===== src/design/bca_pkg.sv =====
// Shared constants, types and a helper function for the binary to ASCII digit converter.
package bca_pkg;

   localparam int VALUE_WIDTH = 64;
   // Decimal digits needed for VALUE_WIDTH bits: floor(w * log10(2)) + 1.
   localparam int DIGITS      = ((VALUE_WIDTH * 1233) >> 12) + 1;
   localparam int DIGIT_BITS  = DIGITS * 4;
   localparam int DIG_IDX_W   = $clog2(DIGITS);
   localparam int BIT_CNT_W   = $clog2(VALUE_WIDTH);
   localparam int QDEPTH      = 2;

   localparam logic       MODE_DEC   = 1'b0;
   localparam logic       MODE_HEX   = 1'b1;
   localparam logic [6:0] ASCII_ZERO = 7'h30;
   localparam logic [6:0] ASCII_A    = 7'h41;
   localparam logic [3:0] DEC_MAX    = 4'd9;
   localparam logic [3:0] DEC_BASE   = 4'd10;
   localparam logic [3:0] DABBLE_MIN = 4'd5;
   localparam logic [3:0] DABBLE_ADD = 4'd3;

   typedef enum logic [1:0] {
      FR_IDLE,
      FR_CONV,
      FR_PUSH
   } front_state_type;

   typedef enum logic {
      BK_IDLE,
      BK_EMIT
   } back_state_type;

   // One converted number waiting for output: BCD digits (the raw low byte in hex mode), digit 0 least significant.
   typedef struct packed {
      logic                  hex;
      logic [DIGIT_BITS-1:0] digits;
   } bca_entry_type;

   function automatic logic [6:0] bca_ascii(input logic [3:0] d);
      logic [3:0] off;
      off = d - DEC_BASE;
      if (d > DEC_MAX) begin
         return ASCII_A + {3'b000, off};
      end
      return ASCII_ZERO + {3'b000, d};
   endfunction

endpackage


===== src/design/bca_queue.sv =====
// Two-entry queue of converted numbers between front and back ends.
module bca_queue import bca_pkg::*; (
   input  logic          clock,
   input  logic          reset,
   input  logic          push_valid,
   output logic          push_ready,
   input  bca_entry_type push_entry,
   output logic          pop_valid,
   input  logic          pop_ready,
   output bca_entry_type pop_entry
);

   localparam int PTR_W = $clog2(QDEPTH);
   localparam int CNT_W = $clog2(QDEPTH + 1);

   bca_entry_type         slot_ff [QDEPTH];
   bca_entry_type         slot_in [QDEPTH];
   logic [PTR_W-1:0]      wr_ff, wr_in;
   logic [PTR_W-1:0]      rd_ff, rd_in;
   logic [CNT_W-1:0]      count_ff, count_in;
   logic                  do_push, do_pop;

   always_ff @(posedge clock) begin
      if (reset) begin
         wr_ff    <= '0;
         rd_ff    <= '0;
         count_ff <= '0;
      end else begin
         wr_ff    <= wr_in;
         rd_ff    <= rd_in;
         count_ff <= count_in;
      end
      slot_ff <= slot_in;
   end

   assign push_ready = (count_ff != CNT_W'(QDEPTH));
   assign pop_valid  = (count_ff != '0);
   assign pop_entry  = slot_ff[rd_ff];
   assign do_push    = push_valid && push_ready;
   assign do_pop     = pop_valid && pop_ready;

   always_comb begin
      slot_in  = slot_ff;
      wr_in    = wr_ff;
      rd_in    = rd_ff;
      count_in = count_ff;
      if (do_push) begin
         slot_in[wr_ff] = push_entry;
         wr_in          = (wr_ff == PTR_W'(QDEPTH - 1)) ? '0 : wr_ff + 1'b1;
      end
      if (do_pop) begin
         rd_in = (rd_ff == PTR_W'(QDEPTH - 1)) ? '0 : rd_ff + 1'b1;
      end
      case ({do_push, do_pop})
         2'b10:   count_in = count_ff + 1'b1;
         2'b01:   count_in = count_ff - 1'b1;
         default: count_in = count_ff;
      endcase
   end

   a_count_bound: assert property (@(posedge clock) disable iff (reset)
      count_ff <= CNT_W'(QDEPTH))
      else $error("queue occupancy out of range");

endmodule


===== config.mk =====
export PLATFORM = sky130hd
export DESIGN_NAME = bca_queue
export DESIGN_NICKNAME = d
export VERILOG_FILES = /design/src/design/bca_pkg.sv /design/src/design/bca_queue.sv
export SDC_FILE = /design/constraint.sdc
export NUM_CORES = 1
export LEC_CHECK = 0
export BUFFER_PORTS_ARGS = -buffer_cell sky130_fd_sc_hd__buf_4
export CAP_MARGIN = 20
export CORE_MARGIN = 1
export CORE_UTILIZATION = 38
export DETAILED_ROUTE_END_ITERATION = 7
export GPL_ROUTABILITY_DRIVEN = 1
export HOLD_SLACK_MARGIN = 0.03
export SLEW_MARGIN = 5
export SYNTH_ARGS = -nofsm -noshare
export SYNTH_HDL_FRONTEND = slang
export SYNTH_SLANG_ARGS = --single-unit

===== constraint.sdc =====
create_clock -name clock -period 8.3 [get_ports clock]
set_input_delay 0 -clock clock [delete_from_list [all_inputs] [get_ports clock]]
set_output_delay 0 -clock clock [all_outputs]
set_load 0.03 [all_outputs]

==> impl_metrics.json <==
{
  "synth_top_cell_area_share_pct": 80.8,
  "synth.ff_latch_count": 166,
  "start_util_pct": 39.3,
  "tns_ns": 0,
  "yosysMostFrequentCell": "edfxtp_1",
  "grt_setup_unrepaired": "no",
  "clock_sinks": 166,
  "cts.path.max_buffers": 2,
  "setup_viol": 0,
  "syn-num-nets": 360,
  "routed_wl_mm": 11.4,
  "area_growth_pct": 49.9,
  "vias": 3417,
  "clk_pin_slew_ns": 0.06,
  "cts_setup_buffers": 0,
  "p_total_w": 0.00283,
  "path_delay_family": "flip-flops",
  "ir_worst_vdd_mv": 0.167,
  "maxClockFrequency_mhz": 482,
  "cts_tree": "done",
  "grt_pass1_vias": 3608,
  "cts-root-buf": "clkbuf_16",
  "place_congestion": 0.652,
  "arrival_ns": 2.07,
  "cp_cell_sequence": "buf_12 > mux2_2 > buf_4",
  "skew_ns": 0.00588,
  "seq_area_mm2": 0.00495,
  "core-area_mm2": 0.0153,
  "fin_crit_ns": 2.07,
  "cpPeakStageDelay_ns": 0.76,
  "slowest_stage": "dfxtp_4",
  "tightest_slew_ns": 0.635,
  "crit_type": "reg2out",
  "status": "complete, no violations",
  "synth-main-ff-cell": "edfxtp_1",
  "layout-drive-gt1-share_pct": 51.0,
  "numPortBuffers": 167,
  "leakage_nw": 3.37,
  "firstDrtPassIters": 4,
  "fillers": 1192,
  "die_h_um": 128,
  "worstPathRequired_ns": 8.30,
  "drt_iter0_drc": 140,
  "final_antenna_net_count": 0,
  "worst_setup_path_end_kind": "output pin",
  "antenna_found_initial": 0,
  "synth_area_per_cell_um2": 22.0,
  "fin_nets": 625,
  "pin_count": 168,
  "synth_cells": 274,
  "synth_common_cells": "edfxtp_1, mux2_2, buf_2, dfxtp_1",
  "ys_warn_count": 0,
  "syn_area_mm2": 0.00602,
  "p_per_area_mw_per_mm2": 314,
  "cts.repair.resized": 0,
  "crit_fanout": 43,
  "finalHoldViolCount": 0,
  "diodes": 0,
  "min_path_type": "in2reg",
  "yosys.area.top_type": "edfxtp_1",
  "final-instance-count-excl-fill": 762,
  "grt.total_usage_pct": 14.6,
  "multi_input_area_mm2": 0.00103,
  "maxSlewViolCount": 0,
  "ctsHtreeMaxLevel": 4,
  "place_inst": 645,
  "cp.buffers_inverters": 2,
  "post_drt_wl_per_cell_um": 14.9,
  "num_rows": 45,
  "drc": 0,
  "synth.yosys.seq_area_share_pct": 82.1,
  "min_period_over_period_pct": 25.0,
  "slew_headroom_pct": 57.7,
  "clock_latency_ns": 0.42,
  "numCtsBuffers": 17,
  "cts-hold-fix-buffers": 84,
  "startpoint_type": "flip-flop",
  "async_flop_share_pct": 0,
  "drv_cap": 0,
  "die_w_um": 128,
  "grt_start_max_net_pins": 83,
  "place_hpwl_mm": 6.65,
  "die_area_mm2": 0.0164,
  "grt.overflow.total": 0,
  "synthDistinctLibCells": 19,
  "grt_pass1_wl_mm": 17.5,
  "synth_edf_count": 162,
  "netlist_top_cells_area": "edfxtp_1, mux2_2, dfxtp_1, buf_2, xnor2_1",
  "vias_per_cell": 4.48
}
metal layers:
layer  vias to the layer above  share of wire, %  global-route usage (%)  wire length (um)
met3                        15               7.3                    6.22               830
li1                       1616                 -                       -                 -
met1                      1669                41                    16.0              4690
met4                         0               1.6                    5.67               184
met5                         -                 0                       0                 0
met2                       117                50                    25.0              5660
path summary, 6_finish.rpt:
check / start / end / slack [ns] / depth (start not counted)
setup reg to reg: count_ff[0]$_SDFFE_PP0P_ / slot_ff[41]$_DFFE_PP_ / 6.43 / 3
setup / recovery: rd_ff$_SDFFE_PP0P_ / pop_entry[40] / 6.23 / 3
hold / removal: pop_ready / count_ff[0]$_SDFFE_PP0P_ / 0.19 / 5
hold reg to reg: count_ff[1]$_SDFFE_PP0P_ / count_ff[1]$_SDFFE_PP0P_ / 0.53 / 2
worst register-to-register path, cell delays in order, from the launching register on:
cell and delay [ns]:
dfxtp_1 0.41, nand2b_1 0.22, and3_4 0.56, buf_16 0.31
logic make-up after synthesis:
logic type | after synthesis | share of synthesized area (%)
AND/OR/NAND/NOR | 8 | 0.728
adder cells (fa/ha/maj) | 1 | 0.208
buffers and inverters | 10 | 0.810
flip-flops | 166 | 82.1
XOR/XNOR | 3 | 0.436
multiplexers | 81 | 15.1
AO/OA/AOI/OAI | 5 | 0.540
cell usage in the layout, fill, tap and decap left out, types with 2 or more instances in the layout:
master	instances
buf_16	2
dfxtp_1	3
edfxtp_1	162
clkinvlp_4	2
bufinv_16	4
buf_4	168
dlygate4sd3_1	84
clkbuf_1	4
clkbuf_16	17
a21oi_1	2
mux2_2	81
xnor2_1	2
nor2_1	2
clkinv_1	3
per-stage QoR:
step | instance area (um2) | setup WS, ns | utilization (%) | hold slack, ns
finish | 9020 | 6.23 | 58.9 | 0.188
global route | 9020 | 6.11 | 58.9 | 0.193
CTS | 8970 | 6.07 | 58.6 | 0.170
detailed placement | 7540 | 6.18 | 49.2 | 0.188
global placement | 7510 | 6.24 | 49.0 | 0.185
floorplan | 6020 | 5.09 | - | 0.0691
layout make-up:
class | instances | area share [%]
clock buffer | 21 | 4.88
timing repair buffer | 255 | 24.1
inverter | 1 | 0.0555
multi-input combinational | 98 | 11.4
clock inverter | 10 | 1.72
sequential | 166 | 54.8
tap | 211 | 2.93
registers in the layout, summed over array words and instances (netlist names):
register,flops
count_ff,2
rd_ff,1
slot_ff,162
wr_ff,1
report_power, final:
part	internal [W]	switching (W)	leakage, nW
Combinational	0.000405	0.000517	1.54
Clock	0.000499	0.000290	0.280
Sequential	0.00106	0.0000602	1.55
Total	0.00196	0.000867	3.37
(Power assumes the default switching activity.)
