File: config.mk
export PLATFORM = sky130hd
export DESIGN_NAME = bca_back_flat
export DESIGN_NICKNAME = d
export VERILOG_FILES = /design/src/design/bca_pkg.sv /design/src/design/bca_if.sv /design/src/design/bca_back.sv /design/src/flat_wrapper.sv
export SDC_FILE = /design/constraint.sdc
export NUM_CORES = 1
export LEC_CHECK = 0
export ABC_AREA = 1
export BUFFER_PORTS_ARGS = -buffer_cell sky130_fd_sc_hd__buf_2
export CAP_MARGIN = 20
export CORE_UTILIZATION = 40
export DETAILED_ROUTE_END_ITERATION = 12
export PLACE_DENSITY = 0.61
export SYNTH_ARGS = -nofsm -noshare
export SYNTH_HDL_FRONTEND = slang
export SYNTH_SLANG_ARGS = --single-unit
File: constraint.sdc
create_clock -name clock -period 7.15 [get_ports clock]
set_input_delay 0.715 -clock clock [delete_from_list [all_inputs] [get_ports clock]]
set_output_delay 0.715 -clock clock [all_outputs]
set_load 0.02 [all_outputs]
File: src/design/bca_pkg.sv
// Shared constants, types and a helper function for the binary to ASCII digit converter.
package bca_pkg;

   localparam int VALUE_WIDTH = 64;
   // Decimal digits needed for VALUE_WIDTH bits: floor(w * log10(2)) + 1.
   localparam int DIGITS      = ((VALUE_WIDTH * 1233) >> 12) + 1;
   localparam int DIGIT_BITS  = DIGITS * 4;
   localparam int DIG_IDX_W   = $clog2(DIGITS);
   localparam int BIT_CNT_W   = $clog2(VALUE_WIDTH);
   localparam int QDEPTH      = 2;

   localparam logic       MODE_DEC   = 1'b0;
   localparam logic       MODE_HEX   = 1'b1;
   localparam logic [6:0] ASCII_ZERO = 7'h30;
   localparam logic [6:0] ASCII_A    = 7'h41;
   localparam logic [3:0] DEC_MAX    = 4'd9;
   localparam logic [3:0] DEC_BASE   = 4'd10;
   localparam logic [3:0] DABBLE_MIN = 4'd5;
   localparam logic [3:0] DABBLE_ADD = 4'd3;

   typedef enum logic [1:0] {
      FR_IDLE,
      FR_CONV,
      FR_PUSH
   } front_state_type;

   typedef enum logic {
      BK_IDLE,
      BK_EMIT
   } back_state_type;

   // One converted number waiting for output: BCD digits (the raw low byte in hex mode), digit 0 least significant.
   typedef struct packed {
      logic                  hex;
      logic [DIGIT_BITS-1:0] digits;
   } bca_entry_type;

   function automatic logic [6:0] bca_ascii(input logic [3:0] d);
      logic [3:0] off;
      off = d - DEC_BASE;
      if (d > DEC_MAX) begin
         return ASCII_A + {3'b000, off};
      end
      return ASCII_ZERO + {3'b000, d};
   endfunction

endpackage

File: src/design/bca_if.sv


interface bca_rsp_if;
   logic       valid;
   logic       ready;
   logic [6:0] character;
   logic       last;

   modport source(output valid, output character, output last, input ready);
   modport sink(input valid, input character, input last, output ready);
endinterface

File: src/design/bca_back.sv
// Back end: walks the stored digits, drops leading zeros in decimal mode and emits one character per kept digit.
module bca_back import bca_pkg::*; (
   input  logic          clock,
   input  logic          reset,
   input  logic          pop_valid,
   output logic          pop_ready,
   input  bca_entry_type pop_entry,
   bca_rsp_if.source     rsp
);

   back_state_type        state_ff, state_in;
   logic [DIGIT_BITS-1:0] digits_ff, digits_in;
   logic [DIG_IDX_W-1:0]  ptr_ff, ptr_in;
   logic                  started_ff, started_in;
   logic                  hex_ff, hex_in;
   logic                  out_valid_ff, out_valid_in;
   logic [6:0]            out_char_ff, out_char_in;
   logic                  out_last_ff, out_last_in;
   logic                  out_free;
   logic [3:0]            cur_digit;

   always_ff @(posedge clock) begin
      if (reset) begin
         state_ff     <= BK_IDLE;
         out_valid_ff <= 1'b0;
      end else begin
         state_ff     <= state_in;
         out_valid_ff <= out_valid_in;
      end
      digits_ff   <= digits_in;
      ptr_ff      <= ptr_in;
      started_ff  <= started_in;
      hex_ff      <= hex_in;
      out_char_ff <= out_char_in;
      out_last_ff <= out_last_in;
   end

   assign out_free  = !out_valid_ff || rsp.ready;
   assign cur_digit = digits_ff[{ptr_ff, 2'b00} +: 4];

   always_comb begin
      state_in     = state_ff;
      digits_in    = digits_ff;
      ptr_in       = ptr_ff;
      started_in   = started_ff;
      hex_in       = hex_ff;
      out_valid_in = out_valid_ff && !rsp.ready;
      out_char_in  = out_char_ff;
      out_last_in  = out_last_ff;
      pop_ready    = 1'b0;
      case (state_ff)
         BK_IDLE: begin
            pop_ready = 1'b1;
            if (pop_valid) begin
               digits_in  = pop_entry.digits;
               hex_in     = pop_entry.hex;
               started_in = pop_entry.hex;
               ptr_in     = (pop_entry.hex == MODE_HEX) ? DIG_IDX_W'(1)
                                                        : DIG_IDX_W'(DIGITS - 1);
               state_in   = BK_EMIT;
            end
         end
         BK_EMIT: begin
            if (out_free) begin
               if (!started_ff && cur_digit == '0 && ptr_ff != '0) begin
                  // drop a leading zero
                  ptr_in = ptr_ff - 1'b1;
               end else begin
                  out_valid_in = 1'b1;
                  out_char_in  = bca_ascii(cur_digit);
                  out_last_in  = (ptr_ff == '0);
                  started_in   = 1'b1;
                  if (ptr_ff == '0) begin
                     state_in = BK_IDLE;
                  end else begin
                     ptr_in = ptr_ff - 1'b1;
                  end
               end
            end
         end
         default: begin
            state_in = BK_IDLE;
         end
      endcase
   end

   assign rsp.valid     = out_valid_ff;
   assign rsp.character = out_char_ff;
   assign rsp.last      = out_last_ff;

   a_dec_digit: assert property (@(posedge clock) disable iff (reset)
      (state_ff == BK_EMIT && hex_ff == MODE_DEC) |-> cur_digit <= DEC_MAX)
      else $error("decimal digit out of range");

   a_no_gap: assert property (@(posedge clock) disable iff (reset)
      (state_ff == BK_EMIT && started_ff && out_free) |=> out_valid_ff)
      else $error("started run skipped a character");

endmodule

File: src/flat_wrapper.sv
// flat-port wrapper written by rule: the top's interface ports become plain ports
module bca_back_flat import bca_pkg::*;
  (clock, reset, pop_valid, pop_ready, pop_entry, rsp_valid, rsp_character, rsp_last, rsp_ready);
  bca_rsp_if rsp_i ();
  input  logic clock;
  input  logic reset;
  input  logic pop_valid;
  output logic pop_ready;
  input  bca_entry_type pop_entry;
  output wire logic [$bits(rsp_i.valid)-1:0] rsp_valid;
  output wire logic [$bits(rsp_i.character)-1:0] rsp_character;
  output wire logic [$bits(rsp_i.last)-1:0] rsp_last;
  input wire logic [$bits(rsp_i.ready)-1:0] rsp_ready;
  assign rsp_valid = rsp_i.valid;
  assign rsp_character = rsp_i.character;
  assign rsp_last = rsp_i.last;
  assign rsp_i.ready = rsp_ready;
  bca_back u_core (.clock(clock), .reset(reset), .pop_valid(pop_valid), .pop_ready(pop_ready), .pop_entry(pop_entry), .rsp(rsp_i));
endmodule
==> flow_summary_export.csv, run 1 <==
group,metric,value,unit
critical_path,r2r_cells,16,
detailed_routing,vias,2834,
cells_and_area,mostFrequentLayoutCell,"nand2_1",
clocking,cts_tree,"done",
critical_path,timing.rr.start,"u_core.ptr_ff[1]$_DFFE_PP_",
timing,fin_crit,3.32,ns
power_and_ir_drop,powerDensity,257,nW/um^2
cells_and_area,drive_gt1_share,25.9,%
power_and_ir_drop,p_clk_share,29.6,%
cells_and_area,final_cell_mix,"nand2_1, buf_2, edfxtp_1, inv_1, nor2_1",
critical_path,worst-path-buf-inv,3,
clocking,clockBufferDepth,2,
detailed_routing,drtIter0Drc,124,
timing,finalSetupViolCount,0,
critical_path,reg2reg_to,"u_core.rsp.character[6]$_DFFE_PP_",
cells_and_area,finalNetCount,565,
power_and_ir_drop,internal-power,0.920,mW
critical_path,cp_max_fo,25,
power_and_ir_drop,ir_worst_vdd,0.000130,V
critical_path,start_kind,"register",
power_and_ir_drop,combPwrFrac,16.2,%
clocking,htree_levels,3,
die,dieHeight,104,um
logic_synthesis,syn_area,4190,um^2
timing,relSlewSlack,33.2,%
critical_path,slowest_stage,"edfxtp_1",
power_and_ir_drop,p_switching,0.359,mW
global_route,overflow,0,
critical_path,worstPathRequired,7.16,ns
clocking,clkSlewWorstSetupHoldPaths,0.10,ns
critical_path,path_class,"reg2reg",
run,drv_cap,0,
timing,slew_violations,0,
logic_synthesis,synth_area_per_cell,11.0,um^2
timing,whs,0.515,ns
timing,max_freq,301,MHz
worst_hold_path,hold_class,"in2reg",
die,start_util,42.1,%
power_and_ir_drop,switching_share,28.1,%
power_and_ir_drop,power.leakage,2.16,nW
timing,rsz0062_at_grt,"no",
critical_path,worstSetupEndpointType,"register",
critical_path,crit_top_cell,"nand2_1",
critical_path,path_cells,"inv_2 > nor2_1 > nand2_1 > nand2_1 > nand2_1 > nand2_1 > inv_1 > nand2_1 > nand2_1 > nand2_2 > inv_1 > ha_1 > nor3b_1 > nand3_1 > o21bai_1 > nor2_1",
clocking,clock_latency,0.37,ns
outcome,status,"finished, final reports clean",
critical_path,rrSetupSlack,3.83,ns
logic_synthesis,netlist_instances,381,
worst_hold_path,hold_depth,1,
clocking,cts_resized,0,
critical_path,crit_cells,16,
cells_and_area,syn2layout_area_growth,18.6,%
timing,max_slew.worst_pin.slew,1.00,ns
die,coreArea,9950,um^2
logic_synthesis,yosysSeqAreaShare,68.3,%
power_and_ir_drop,seqPwrFrac,54.2,%
logic_synthesis,yosys.cell_types.count,28,
die,dieArea,10900,um^2
clocking,cts_root_buffer,"clkbuf_8",
critical_path,critical_path_arrival,3.33,ns
critical_path,cp_top_family,"simple AND/OR/NAND/NOR gates",
global_route,track_usage,15.5,%
detailed_routing,first_pass_iters,4,
critical_path,slowest_delay,0.89,ns
detailed_routing,post-route-drc-count,0,
place,place.detailed.hpwl,5450,um
clocking,ctsHoldBuffers,0,
detailed_routing,drtAntennaViolNets,0,
detailed_routing,wl_per_cell,13.1,um
timing,hold_viol,0,
timing,finalSetupTns,0,ns
clocking,post_cts_buffers,0,
global_route,grt_max_degree,83,
global_route,grt_first_pass_wirelength,13100,um
global_route,grt_pass1_vias,2787,
die,die_w,104,um
cells_and_area,n_fill_cell,926,
worst_hold_path,hold_start,"pop_entry[47]",
die,ios,95,
logic_synthesis,synth_warnings,0,
detailed_routing,wl,7980,um
worst_hold_path,holdPathEnd,"u_core.digits_ff[47]$_DFFE_PP_",
cells_and_area,layout.cells.non_filler,611,
place,globalplace.congestion,0.807,
logic_synthesis,synthesis.nets,473,
detailed_routing,viasPerCell,4.64,
die,num_rows,36,
place,portBuffers,94,
clocking,numCtsBuffers,9,
logic_synthesis,ys_ff_latch,96,
timing,period_share,46.5,%
cells_and_area,antenna_cells,0,
timing,fin_skew,0.00940,ns
place,dp_cells,595,
global_route,antenna_found_initial,0,
clocking,cts.sinks,96,
## cell families after synthesis
logic type,synth area share [%]
AO/OA/AOI/OAI,5.67
buffers and inverters,7.08
adder cells (fa/ha/maj),2.09
flip-flops,68.3
XOR/XNOR,0.209
AND/OR/NAND/NOR,16.6
## state kept, by name (all words and copies together), names as in the netlist
register / cells
u_core.rsp.character: 7
u_core.rsp.last: 1
u_core.started_ff: 1
u_core.ptr_ff: 5
u_core.digits_ff: 80
u_core.rsp.valid: 1
u_core.state_ff: 1
## layer usage
layer | GRT usage (%) | up-vias | share of wire, % | wire length (um)
li1 | - | 1448 | - | -
met1 | 20.0 | 1308 | 47 | 3770
met2 | 25.1 | 67 | 47 | 3760
met3 | 3.57 | 11 | 4.0 | 320
met4 | 6.43 | 0 | 1.6 | 124
met5 | 0 | - | 0 | 0
## through the flow
step | total power, mW | setup WS [ns] | instance area [um^2] | utilization (%)
6_report | 1.28 | 3.83 | 4970 | 49.9
5_1_grt | 1.35 | 3.50 | 4970 | 49.9
4_1_cts | 1.29 | 3.79 | 4970 | 49.9
3_5_place_dp | 0.915 | 3.82 | 4750 | 47.7
3_3_place_gp | 0.909 | 3.92 | 4750 | 47.7
2_1_floorplan | 0.852 | 2.24 | 4190 | -
## layout make-up
class / instances / area [um^2] / area share [%]
Tap cell: 133 / 166 / 3.35
Clock inverter: 7 / 97.6 / 1.96
Clock buffer: 9 / 124 / 2.49
Multi-Input combinational cell: 219 / 1040 / 20.9
Sequential cell: 96 / 2860 / 57.6
Timing Repair Buffer: 96 / 485 / 9.77
Inverter: 51 / 194 / 3.90
## worst max path at each step
stage | from | endpoint
3_3_place_gp | u_core.ptr_ff[1]$_DFFE_PP_ | u_core.rsp.character[0]$_DFFE_PP_
5_1_grt | u_core.ptr_ff[1]$_DFFE_PP_ | u_core.rsp.character[6]$_DFFE_PP_
6_report | u_core.ptr_ff[1]$_DFFE_PP_ | u_core.rsp.character[6]$_DFFE_PP_
2_1_floorplan | pop_valid | u_core.started_ff$_SDFFCE_PP1P_
4_1_cts | u_core.ptr_ff[1]$_DFFE_PP_ | u_core.rsp.character[4]$_SDFFCE_PN1P_
3_5_place_dp | u_core.ptr_ff[1]$_DFFE_PP_ | u_core.rsp.character[4]$_SDFFCE_PN1P_
## synth_stat cells
library cell,count,area share [%]
buf_4,4,0.72
a21oi_1,4,0.48
nor2_1,33,3.0
edfxtp_1,94,67
or2_2,1,0.15
xor2_1,1,0.21
buf_2,7,0.84
buf_6,3,0.81
nand3_1,30,3.6
o211ai_1,2,0.36
inv_2,3,0.27
inv_1,47,4.2
nor3b_1,1,0.18
clkbuf_1,1,0.089
o31ai_1,1,0.18
o22ai_1,7,1.0
inv_4,1,0.15
dfxtp_1,2,0.96
nor2_2,1,0.15
a21oi_2,1,0.21
o21ai_0,20,2.4
nor2_4,1,0.27
o21ai_1,3,0.36
nand2_2,2,0.30
ha_1,7,2.1
nand2_1,101,9.0
o21bai_1,2,0.36
o211ai_2,1,0.30
## power by group through the flow
stage | clock (mW) | sequential [mW] | combinational (mW)
floorplan | 0 | 0.705 | 0.147
global placement | 0 | 0.707 | 0.203
detailed placement | 0 | 0.707 | 0.208
CTS | 0.391 | 0.694 | 0.209
global route | 0.412 | 0.698 | 0.237
finish | 0.378 | 0.694 | 0.207
No activity file was read; power rests on OpenSTA's default activity.
==> inputs of run 2 (changes only) <==
--- a/config.mk
+++ b/config.mk
@@ -10,7 +10,7 @@
 export CAP_MARGIN = 20
 export CORE_UTILIZATION = 40
 export DETAILED_ROUTE_END_ITERATION = 12
-export PLACE_DENSITY = 0.61
+export PLACE_DENSITY = 0.63
 export SYNTH_ARGS = -nofsm -noshare
 export SYNTH_HDL_FRONTEND = slang
 export SYNTH_SLANG_ARGS = --single-unit
==> constraint.sdc (replaced) <==
create_clock -name clock -period 3.05 [get_ports clock]
set_input_delay 0.305 -clock clock [delete_from_list [all_inputs] [get_ports clock]]
set_output_delay 0.305 -clock clock [all_outputs]
set_load 0.02 [all_outputs]
==> flow_summary_export.csv, run 2 (synthesis results as in run 1) <==
group,metric,value,unit
detailed_routing,wl,8350,um
worst_hold_path,hold_class,"in2reg",
timing,finalSetupTns,0,ns
die,dieArea,10900,um^2
power_and_ir_drop,total_power,2.95,mW
clocking,numCtsBuffers,9,
die,ios,95,
timing,rsz0062_at_grt,"no",
global_route,gr-usage-met2,26.3,%
cells_and_area,final_cell_mix,"nand2_1, buf_2, edfxtp_1, inv_1, nor2_1",
critical_path,critical_path.endpoint,"u_core.rsp.character[4]$_SDFFCE_PN1P_",
global_route,overflow,0,
critical_path,path_class,"reg2reg",
clocking,cts_resized,0,
cells_and_area,seqCellArea,2860,um^2
global_route,grt_max_degree,50,
detailed_routing,viasPerCell,4.68,
detailed_routing,drtIter0Drc,138,
cells_and_area,n_fill_cell,900,
critical_path,worstPathRequired,3.18,ns
clocking,cts_root_buffer,"clkbuf_8",
timing,max_slew.worst_pin.slew,0.620,ns
worst_hold_path,hold_start,"pop_entry[79]",
critical_path,rrSetupSlack,0.39,ns
place,placed_cell_area,4780,um^2
die,die_w,104,um
place,portBuffers,94,
timing,fin_crit,2.66,ns
critical_path,r2r_cells,16,
place,pre_cts_slack,0.424,ns
place,place.detailed.hpwl,5730,um
clocking,ctsHoldBuffers,0,
timing,slew_violations,0,
cells_and_area,largest_reg_flops,80,
cells_and_area,antenna_cells,0,
die,start_util,42.1,%
timing,whs,0.109,ns
cells_and_area,drive_gt1_share,26.1,%
cells_and_area,postLayoutCoreUtil,49.9,%
die,dieHeight,104,um
global_route,use_met3,3.07,%
critical_path,reg2reg_to,"u_core.rsp.character[4]$_SDFFCE_PN1P_",
global_route,grt_first_pass_wirelength,13800,um
place,dp_cells,599,
critical_path,critical_path_arrival,2.79,ns
cells_and_area,syn2layout_area_growth,18.7,%
die,coreArea,9950,um^2
power_and_ir_drop,powerDensity,594,nW/um^2
die,num_rows,36,
place,globalplace.congestion,0.874,
global_route,track_usage,16.5,%
run,drv_cap,0,
detailed_routing,vias,2877,
power_and_ir_drop,ir_worst_vdd,0.000237,V
global_route,grt_pass1_vias,2976,
global_route,antenna_found_initial,0,
timing,relSlewSlack,58.6,%
critical_path,worstSetupEndpointType,"register",
critical_path,timing.rr.start,"u_core.ptr_ff[0]$_SDFFCE_PN1P_",
clocking,clockBufferDepth,2,
global_route,use_met1,21.6,%
timing,hold_viol,0,
clocking,clock_latency,0.36,ns
timing,period_share,87.1,%
clocking,cts_tree,"done",
clocking,clkSlewWorstSetupHoldPaths,0.10,ns
cells_and_area,mostFrequentLayoutCell,"nand2_1",
cells_and_area,finalNetCount,569,
power_and_ir_drop,power.leakage,2.17,nW
critical_path,start_kind,"register",
timing,finalSetupViolCount,0,
clocking,post_cts_buffers,0,
cells_and_area,multi_input_area,1040,um^2
detailed_routing,first_pass_iters,4,
cells_and_area,design_area,4970,um^2
timing,max_freq,376,MHz
global_route,grt_busiest_layer,"met2",
critical_path,cp_max_fo,17,
cells_and_area,top_register,"u_core.digits_ff",
timing,setup_ws,0.392,ns
clocking,htree_levels,3,
detailed_routing,post-route-drc-count,0,
critical_path,startpoint,"u_core.ptr_ff[0]$_SDFFCE_PN1P_",
detailed_routing,wl_per_cell,13.6,um
cells_and_area,layout.cells.non_filler,615,
detailed_routing,drtAntennaViolNets,0,
clocking,cts.sinks,96,
outcome,status,"finished, final reports clean",
timing,fin_skew,0.00713,ns
[run 2: changes by cell type in the layout (fill, tap and decap cells not counted), sizes merged]
cell | before | now
buf | 96 | 100
clkinv | 2 | 4
clkinvlp | 0 | 1
inv | 55 | 52
[run 2: worst min-delay path by stage]
| stage | end | slack [ns] | depth (start not counted) |
|---|---|---|---|
| 3_5_place_dp | u_core.digits_ff[32]$_DFFE_PP_ | 0.48 | 1 |
| 5_1_grt | u_core.digits_ff[76]$_DFFE_PP_ | 0.08 | 1 |
| 3_3_place_gp | u_core.digits_ff[40]$_DFFE_PP_ | 0.48 | 1 |
| 6_report | u_core.digits_ff[79]$_DFFE_PP_ | 0.11 | 1 |
| 4_1_cts | u_core.digits_ff[78]$_DFFE_PP_ | 0.08 | 1 |
| 2_1_floorplan | u_core.rsp.valid$_SDFF_PP0_ | 0.37 | 1 |
[run 2: critical path: stages (launching register included)]
cell      delay, ns
edfxtp_1       0.46
buf_4          0.23
nor2_1         0.11
nor2_1         0.04
o21ai_0        0.08
o211ai_1       0.11
nand3_1        0.11
nand3_1        0.08
nand2_1        0.06
nand2_1        0.07
inv_1          0.16
ha_1           0.18
nor3b_1        0.19
nand3_1        0.10
o21bai_1       0.22
nor2_1         0.07
buf_4          0.17
[run 2: metal layers]
| metal | share of wire (%) | wire length [um] | vias up |
|---|---|---|---|
| li1 | - | - | 1461 |
| met1 | 47 | 3890 | 1317 |
| met2 | 47 | 3950 | 86 |
| met3 | 4.7 | 389 | 13 |
| met4 | 1.5 | 124 | 0 |
| met5 | 0 | 0 | - |
[run 2: report_power, final]
part	internal (mW)	switching (mW)
Sequential	1.57	0.0386
Combinational	0.185	0.332
Clock	0.379	0.446
[run 2: area by class of cell]
cell class                      count  share of cell area [%]
Timing Repair Buffer              100                    10.4
Sequential cell                    96                    57.6
Tap cell                          133                    3.35
Clock buffer                        9                    2.49
Multi-Input combinational cell    219                    20.9
Inverter                           51                    3.90
Clock inverter                      7                    1.43
